File: src/design/hms_pkg.sv
`default_nettype none

package hms_pkg;

  localparam int unsigned SecW   = 8;
  localparam int unsigned MinW   = 6;
  localparam int unsigned HrW    = 5;
  localparam int unsigned DriftW = 18;

  localparam logic [SecW-1:0]   SecLast   = 8'd59;
  localparam logic [SecW-1:0]   SecHeld   = 8'd255;
  localparam logic [MinW-1:0]   MinLast   = 6'd59;
  localparam logic [HrW-1:0]    HrLast    = 5'd23;
  localparam logic [DriftW-1:0] DriftMax  = 18'h3FFFF;
  localparam logic [DriftW-1:0] DriftRst  = 18'd172799;

  // Bit positions of the request fields in the input tdata.
  localparam int unsigned InTickBit = 0;
  localparam int unsigned InMinBit  = 1;
  localparam int unsigned InHrBit   = 2;

  // Time-of-day and drift state.
  typedef struct packed {
    logic [SecW-1:0]   sec;
    logic [MinW-1:0]   min;
    logic [HrW-1:0]    hr;
    logic [DriftW-1:0] drift;
  } hms_state_t;

  // One request from the input stage.
  typedef struct packed {
    logic tick;
    logic min_btn;
    logic hr_btn;
  } hms_req_t;

  // Active-low lamp patterns of one result.
  typedef struct packed {
    logic [HrW-1:0]  hours_leds;
    logic [MinW-1:0] minutes_leds;
    logic [5:0]      seconds_leds;
  } hms_leds_t;

endpackage

`default_nettype wire

File: src/design/hms_step.sv
`default_nettype none

module hms_step (
  input  hms_pkg::hms_state_t  state_i,
  input  hms_pkg::hms_req_t    req_i,
  input  logic [17:0]          drift_limit_i,
  output hms_pkg::hms_state_t  state_o,
  output hms_pkg::hms_leds_t   leds_o
);
  import hms_pkg::*;

  logic [SecW-1:0]   sec_inc;
  logic [SecW-1:0]   sec_corr;
  logic [DriftW-1:0] drift_inc;
  logic              corr_fire;
  logic [MinW-1:0]   min_inc;
  logic              min_wrap;
  logic [HrW-1:0]    hr_inc;
  logic              hr_wrap;
  hms_state_t        tick_st;
  logic [MinW-1:0]   btn_min_inc;
  logic [HrW-1:0]    btn_hr_inc;

  // Tick path: advance seconds and drift, apply the drop-one-second correction, and carry into minutes and hours.
  always_comb begin
    sec_inc   = state_i.sec + 8'd1;
    drift_inc = (state_i.drift < DriftMax) ? state_i.drift + 18'd1 : state_i.drift;
    corr_fire = (drift_inc > drift_limit_i) && (sec_inc != '0);
    sec_corr  = corr_fire ? sec_inc - 8'd1 : sec_inc;

    min_inc  = state_i.min + 6'd1;
    min_wrap = min_inc > MinLast;
    hr_inc   = state_i.hr + 5'd1;
    hr_wrap  = hr_inc > HrLast;

    tick_st       = state_i;
    tick_st.drift = corr_fire ? '0 : drift_inc;
    tick_st.sec   = sec_corr;
    if (sec_corr > SecLast) begin
      tick_st.sec = '0;
      tick_st.min = min_wrap ? '0 : min_inc;
      if (min_wrap) begin
        tick_st.hr = hr_wrap ? '0 : hr_inc;
      end
    end
    if (!req_i.tick) begin
      tick_st = state_i;
    end
  end

  // Button path acts on the state left by the tick; minute wins over hour.
  always_comb begin
    btn_min_inc = tick_st.min + 6'd1;
    btn_hr_inc  = tick_st.hr + 5'd1;
    state_o     = tick_st;
    if (req_i.min_btn) begin
      state_o.min = (btn_min_inc > MinLast) ? '0 : btn_min_inc;
      state_o.sec = SecHeld;
    end else if (req_i.hr_btn) begin
      state_o.hr = (btn_hr_inc > HrLast) ? '0 : btn_hr_inc;
    end
    leds_o.seconds_leds = ~state_o.sec[5:0];
    leds_o.minutes_leds = ~state_o.min;
    leds_o.hours_leds   = ~state_o.hr;
  end

endmodule

`default_nettype wire

File: src/design/hms_clock_with_drift_correction_core.sv
// Time-of-day clock (hours, minutes, seconds) with periodic drift correction.
// Each input request is one pass of the control loop and carries a one-second
// tick and the minute and hour set buttons. Each request produces exactly one
// result holding the active-low lamp patterns of seconds, minutes and hours.
// The input channel (s_axis_*) and output channel (m_axis_*) use a valid/ready
// handshake. A request is captured in an input register, the whole update is
// done in one pass of short logic, and the result lands in an output register
// that drives tvalid on the output. Throughput is one request per cycle while
// the receiver does not stall; the time registers update in the same edge that
// loads the result, so back-to-back requests see each other's state. When the
// receiver stalls, the output register holds its result and the input register
// fills; tready drops only when both are occupied and not draining. Reset clears
// the time and drift counters and loads the drift limit with its default of 172799
// seconds. The user must write the drift limit through drift_limit_we_i only while
// the block is idle; the block does not enforce this. It takes effect on the next tick.
`default_nettype none

module hms_clock_with_drift_correction_core (
  input  logic        clk_i,
  input  logic        rst_ni,
  // Drift limit register write port.
  input  logic        drift_limit_we_i,
  input  logic [17:0] drift_limit_i,
  // Input requests.
  input  logic        s_axis_tvalid,
  output logic        s_axis_tready,
  input  logic [7:0]  s_axis_tdata,   // [0] second_tick, [1] minute_button, [2] hour_button
  // Results.
  output logic        m_axis_tvalid,
  input  logic        m_axis_tready,
  output logic [23:0] m_axis_tdata    // [5:0] seconds_leds, [11:6] minutes_leds,
                                      // [16:12] hours_leds, rest zero
);
  import hms_pkg::*;

  logic [DriftW-1:0] limit_q;
  hms_state_t        state_q;
  hms_state_t        state_d;
  logic              in_valid_q;
  hms_req_t          in_req_q;
  logic              out_valid_q;
  hms_leds_t         out_leds_q;
  hms_leds_t         leds_d;
  logic              out_free;
  logic              fire;
  logic              in_take;

  // The output register can load when empty or draining this cycle.
  assign out_free      = !out_valid_q || m_axis_tready;
  assign fire          = in_valid_q && out_free;
  assign s_axis_tready = !in_valid_q || fire;
  assign in_take       = s_axis_tvalid && s_axis_tready;

  hms_step u_step (
    .state_i       (state_q),
    .req_i         (in_req_q),
    .drift_limit_i (limit_q),
    .state_o       (state_d),
    .leds_o        (leds_d)
  );

  always_ff @(posedge clk_i or negedge rst_ni) begin
    if (!rst_ni) begin
      limit_q <= DriftRst;
    end else if (drift_limit_we_i) begin
      limit_q <= drift_limit_i;
    end
  end

  always_ff @(posedge clk_i or negedge rst_ni) begin
    if (!rst_ni) begin
      state_q     <= '0;
      in_valid_q  <= 1'b0;
      out_valid_q <= 1'b0;
    end else begin
      if (fire) begin
        state_q <= state_d;
      end
      if (in_take) begin
        in_valid_q <= 1'b1;
      end else if (fire) begin
        in_valid_q <= 1'b0;
      end
      if (fire) begin
        out_valid_q <= 1'b1;
      end else if (m_axis_tready) begin
        out_valid_q <= 1'b0;
      end
    end
  end

  // Payload registers carry no reset.
  always_ff @(posedge clk_i) begin
    if (in_take) begin
      in_req_q.tick    <= s_axis_tdata[InTickBit];
      in_req_q.min_btn <= s_axis_tdata[InMinBit];
      in_req_q.hr_btn  <= s_axis_tdata[InHrBit];
    end
    if (fire) begin
      out_leds_q <= leds_d;
    end
  end

  assign m_axis_tvalid = out_valid_q;
  assign m_axis_tdata  = {7'd0, out_leds_q};

`ifndef SYNTHESIS
  // Hours and minutes never leave their ranges.
  assert property (@(posedge clk_i) disable iff (!rst_ni) state_q.hr <= HrLast)
    else $error("hours count out of range");
  assert property (@(posedge clk_i) disable iff (!rst_ni) state_q.min <= MinLast)
    else $error("minutes count out of range");
  // Seconds are either a valid count or the held marker.
  assert property (@(posedge clk_i) disable iff (!rst_ni)
    (state_q.sec <= SecLast) || (state_q.sec == SecHeld))
    else $error("seconds count out of range");
  // Every processed request shows up as a result on the next cycle.
  assert property (@(posedge clk_i) disable iff (!rst_ni) fire |=> m_axis_tvalid)
    else $error("processed request lost its result");
`endif

endmodule

`default_nettype wire

File: config.mk
export PLATFORM = sky130hd
export DESIGN_NAME = hms_clock_with_drift_correction_core
export DESIGN_NICKNAME = d
export VERILOG_FILES = /design/src/design/hms_pkg.sv /design/src/design/hms_step.sv /design/src/design/hms_clock_with_drift_correction_core.sv
export SDC_FILE = /design/constraint.sdc
export NUM_CORES = 1
export LEC_CHECK = 0
export BUFFER_PORTS_ARGS = -buffer_cell sky130_fd_sc_hd__buf_2
export CORE_ASPECT_RATIO = 0.9
export CORE_MARGIN = 2
export CORE_UTILIZATION = 33
export DETAILED_ROUTE_END_ITERATION = 10
export PLACE_DENSITY = 0.57
export REMOVE_ABC_BUFFERS = 1
export SETUP_SLACK_MARGIN = 0.05
export SLEW_MARGIN = 20
export SYNTH_ARGS = -nofsm -noshare
export SYNTH_HDL_FRONTEND = slang
export SYNTH_SLANG_ARGS = --single-unit
File: constraint.sdc
create_clock -name clk_i -period 7.3 [get_ports clk_i]
set_input_delay 1.46 -clock clk_i [delete_from_list [all_inputs] [get_ports clk_i]]
set_output_delay 1.46 -clock clk_i [all_outputs]
set_load 0.1 [all_outputs]
==> flow_summary_export.csv <==
group,metric,value,unit
status,status,"completed",
timing,final.period_utilization,94.85,%
timing,tightest_slew,0.8313,ns
route,wire_per_inst,15.31,um
clock_network,cts_max_path_buffers,2,
timing,finalMaxSlewViolations,0,
yosys,synth_edf_count,20,
yosys,yosys_warnings,0,
clock_network,cts_root_buf,"clkbuf_16",
final_layout,diodes,0,
worst_setup_path,endpoint_kind,"flip-flop",
final_layout,layout_commonest_cell,"nand2_1",
final_layout,regArea,2042,sq um
worst_setup_path,max_stage_delay,0.52,ns
grt,grt_util_all_layers,15.70,%
route,drtIter0Drc,312,
timing,finClkSkew,0.01004,ns
yosys,ys_async_sr_fraction,74.03,%
worst_setup_path,cp_top_family,"simple AND/OR/NAND/NOR gates",
worst_setup_path,critPathSlowestCell,"or4_1",
worst_setup_path,cp.required,7.50,ns
route,num_vias,4789,
final_layout,area_growth,12.66,%
power_and_ir_drop,power_frac_seq,33.5,%
flow_run,maxCapViolCount,0,
worst_hold_path,min_path_type,"reg -> reg",
power_and_ir_drop,swShare,44.94,%
floorplanning,die_w,139.9,um
clock_network,cts.sinks,77,
clock_network,cts_tree,"done",
grt,overflow,0,
clock_network,numCtsBuffers,9,
floorplanning,die_area,17670,sq um
final_layout,multi_input_area,3191,sq um
placed_design,place_ws,0.1516,ns
floorplanning,coreArea,16190,sq um
timing,hold_viol,0,
power_and_ir_drop,internal_power,0.001075,W
yosys,yosysTopAreaCellShare,20.53,%
yosys,ys_seq_area_share,37.23,%
grt,grt_max_degree,58,
timing,post-route-worst-setup-slack,0.3759,ns
yosys,netlist.top_cell.by_area,"dfrtp_1",
clock_network,cts.clk_slew.worst_paths,0.06,ns
route,firstDrtPassIters,4,
timing,timing.setup.tns,0,ns
final_layout,drive_gt1_share,15.75,%
worst_setup_path,crit_top_cell,"and3_1",
worst_setup_path,critPathLaunchType,"flip-flop",
worst_setup_path,path_buf_inv,2,
final_layout,final_cell_mix,"101 x nand2_1, 46 x o21ai_0, 45 x dfrtp_1, 44 x buf_2, 42 x nor2_1",
worst_setup_path,critical_path_arrival,7.13,ns
floorplanning,rows,44,
yosys,netlist_area,5485,sq um
timing,fin_crit,6.924,ns
final_layout,nFillCells,1685,
final_layout,post-route-util,38.18,%
route,postRouteAntennaNets,0,
worst_setup_path,worstPathMaxFanout,7,
clock_network,htree_levels,3,
yosys,ys.flop_type,"dfrtp_1",
grt,antenna_found_initial,0,
floorplanning,io_pins,57,
clock_network,cts_hold_buf,0,
yosys,synth_cells,629,
timing,setup_viol,0,
grt,grt_pass1_vias,4586,
grt,grt_first_pass_wirelength,22540,um
route,wirelength,13480,um
timing,rsz0062_at_grt,"false",
power_and_ir_drop,p_sw,0.0008776,W
timing,max_freq,0.1444,GHz
placed_design,place.gp.congestion,0.8623,
power_and_ir_drop,power.leakage,2.614,nW
power_and_ir_drop,p_comb_share,45.6,%
yosys,ys_seq_elements,77,
power_and_ir_drop,peakVddDrop,113.7,uV
clock_network,clkLatencyLatePin,0.35,ns
floorplanning,chipHeight,126.3,um
placed_design,portBuffers,44,
yosys,ys_top_cells_by_area,"dfrtp_1 21%, edfxtp_1 11%, nand2_1 6.9%",
power_and_ir_drop,pwr-share-clk,21.0,%
worst_setup_path,critPathKind,"reg -> reg",
route,post-route-drc-count,0,
power_and_ir_drop,power.density,316.0,nW/um^2
final_layout,nets,727,
timing,slew_headroom,44.38,%
yosys,ys_types,87,
yosys,synth_area_per_cell,8.721,sq um
placed_design,dp_hpwl,9528,um
route,avgViaCountPerCell,5.442,
floorplanning,start_util,33.89,%
-- cells in the mapped netlist (12+ instances only) --
library cell	n
dfstp_2	12
inv_1	30
dfrtp_1	45
o31ai_1	13
xor2_1	16
ha_1	28
nand3_1	25
o21ai_0	46
a21oi_1	20
edfxtp_1	20
clkbuf_1	20
xnor2_1	15
nor2_1	42
nand4_1	17
nand2_1	101
-- power groups by stage --
stage	clock network (W)	registers [W]	logic [W]
4_1_cts	0.000421	0.000651	0.000883
6_report	0.000410	0.000653	0.000890
3_3_place_gp	0	0.000655	0.000862
3_5_place_dp	0	0.000658	0.000876
5_1_grt	0.000439	0.000669	0.000981
2_1_floorplan	0	0.000790	0.000548
-- timing repair --
action                                  in CTS  in global routing
endpoints found under the setup margin       0                  9
gates resized for setup                      0                  3
buffers inserted                             0                  2
-- cell families (layout without fill, tap and decap cells) --
| group | Yosys count | after routing | share of synthesized area [%] |
|---|---|---|---|
| flip-flops | 77 | 77 | 37.23 |
| adder cells (fa/ha/maj) | 28 | 28 | 6.387 |
| AND/OR/NAND/NOR | 253 | 253 | 22.74 |
| buffers and inverters | 66 | 104 | 5.269 |
| multiplexers | 16 | 16 | 3.216 |
| other | 1 | 7 | 0.06837 |
| AO/OA/AOI/OAI | 156 | 156 | 19.85 |
| XOR/XNOR | 32 | 32 | 5.246 |
-- area by class of cell --
class                   instances  area share, %
clock buffers                  11          3.766
well taps                     207          4.191
multi-input cells             492          51.63
repair buffers                 55          4.900
clock inverters                 5         0.4657
inverters                      33          2.004
flip-flops and latches         77          33.04
-- worst register-to-register path: cells and delay by family (launching register included) --
family	cells	cell delay, ns
and+or+nand+nor	13	3.59
AOI/OAI and AO/OA	5	1.20
adders and majority gates	3	0.81
DFF	1	0.44
buffers and inverters	2	0.33
muxes	1	0.32
xor gates and xnor gates	1	0.08
-- state kept, by name, indices dropped and copies added, names as in the netlist --
register	flops
in_valid_q	1
limit_q	18
m_axis_tvalid	1
m_axis_tdata	17
state_q	37
in_req_q	3
-- stage by stage --
stage,hold WS (ns),power [W],instances,cell area (sq um)
global placement,0.4716,0.001518,862,5889
CTS,0.5088,0.001955,878,6151
detailed placement,0.4877,0.001534,862,5889
global route,0.5304,0.002090,880,6180
floorplan,0.4572,0.001338,602,5343
finish,0.5077,0.001953,880,6180
-- per-layer routing --
metal  track usage [%]  share of wire, %  vias to the layer above
met2             24.68                44                      123
met4             6.706               2.2                        0
met1             21.88                50                     2294
li1                  -                 -                     2353
met3             2.001               4.2                       19
met5                 0                 0                        -
-- path summary, 6_finish.rpt --
check	start	end	slack, ns	depth (start not counted)
setup / recovery	state_q[0]	m_axis_tdata[13]	0.38	25
hold / removal	limit_q[9]	limit_q[9]	0.51	2
setup reg to reg	state_q[0]	m_axis_tdata[13]	0.38	25
hold reg to reg	limit_q[9]	limit_q[9]	0.51	2
max in group asynchronous	rst_ni	state_q[6]	5.51	2
min in group asynchronous	rst_ni	in_valid_q	1.27	2
(Power assumes the default switching activity.)
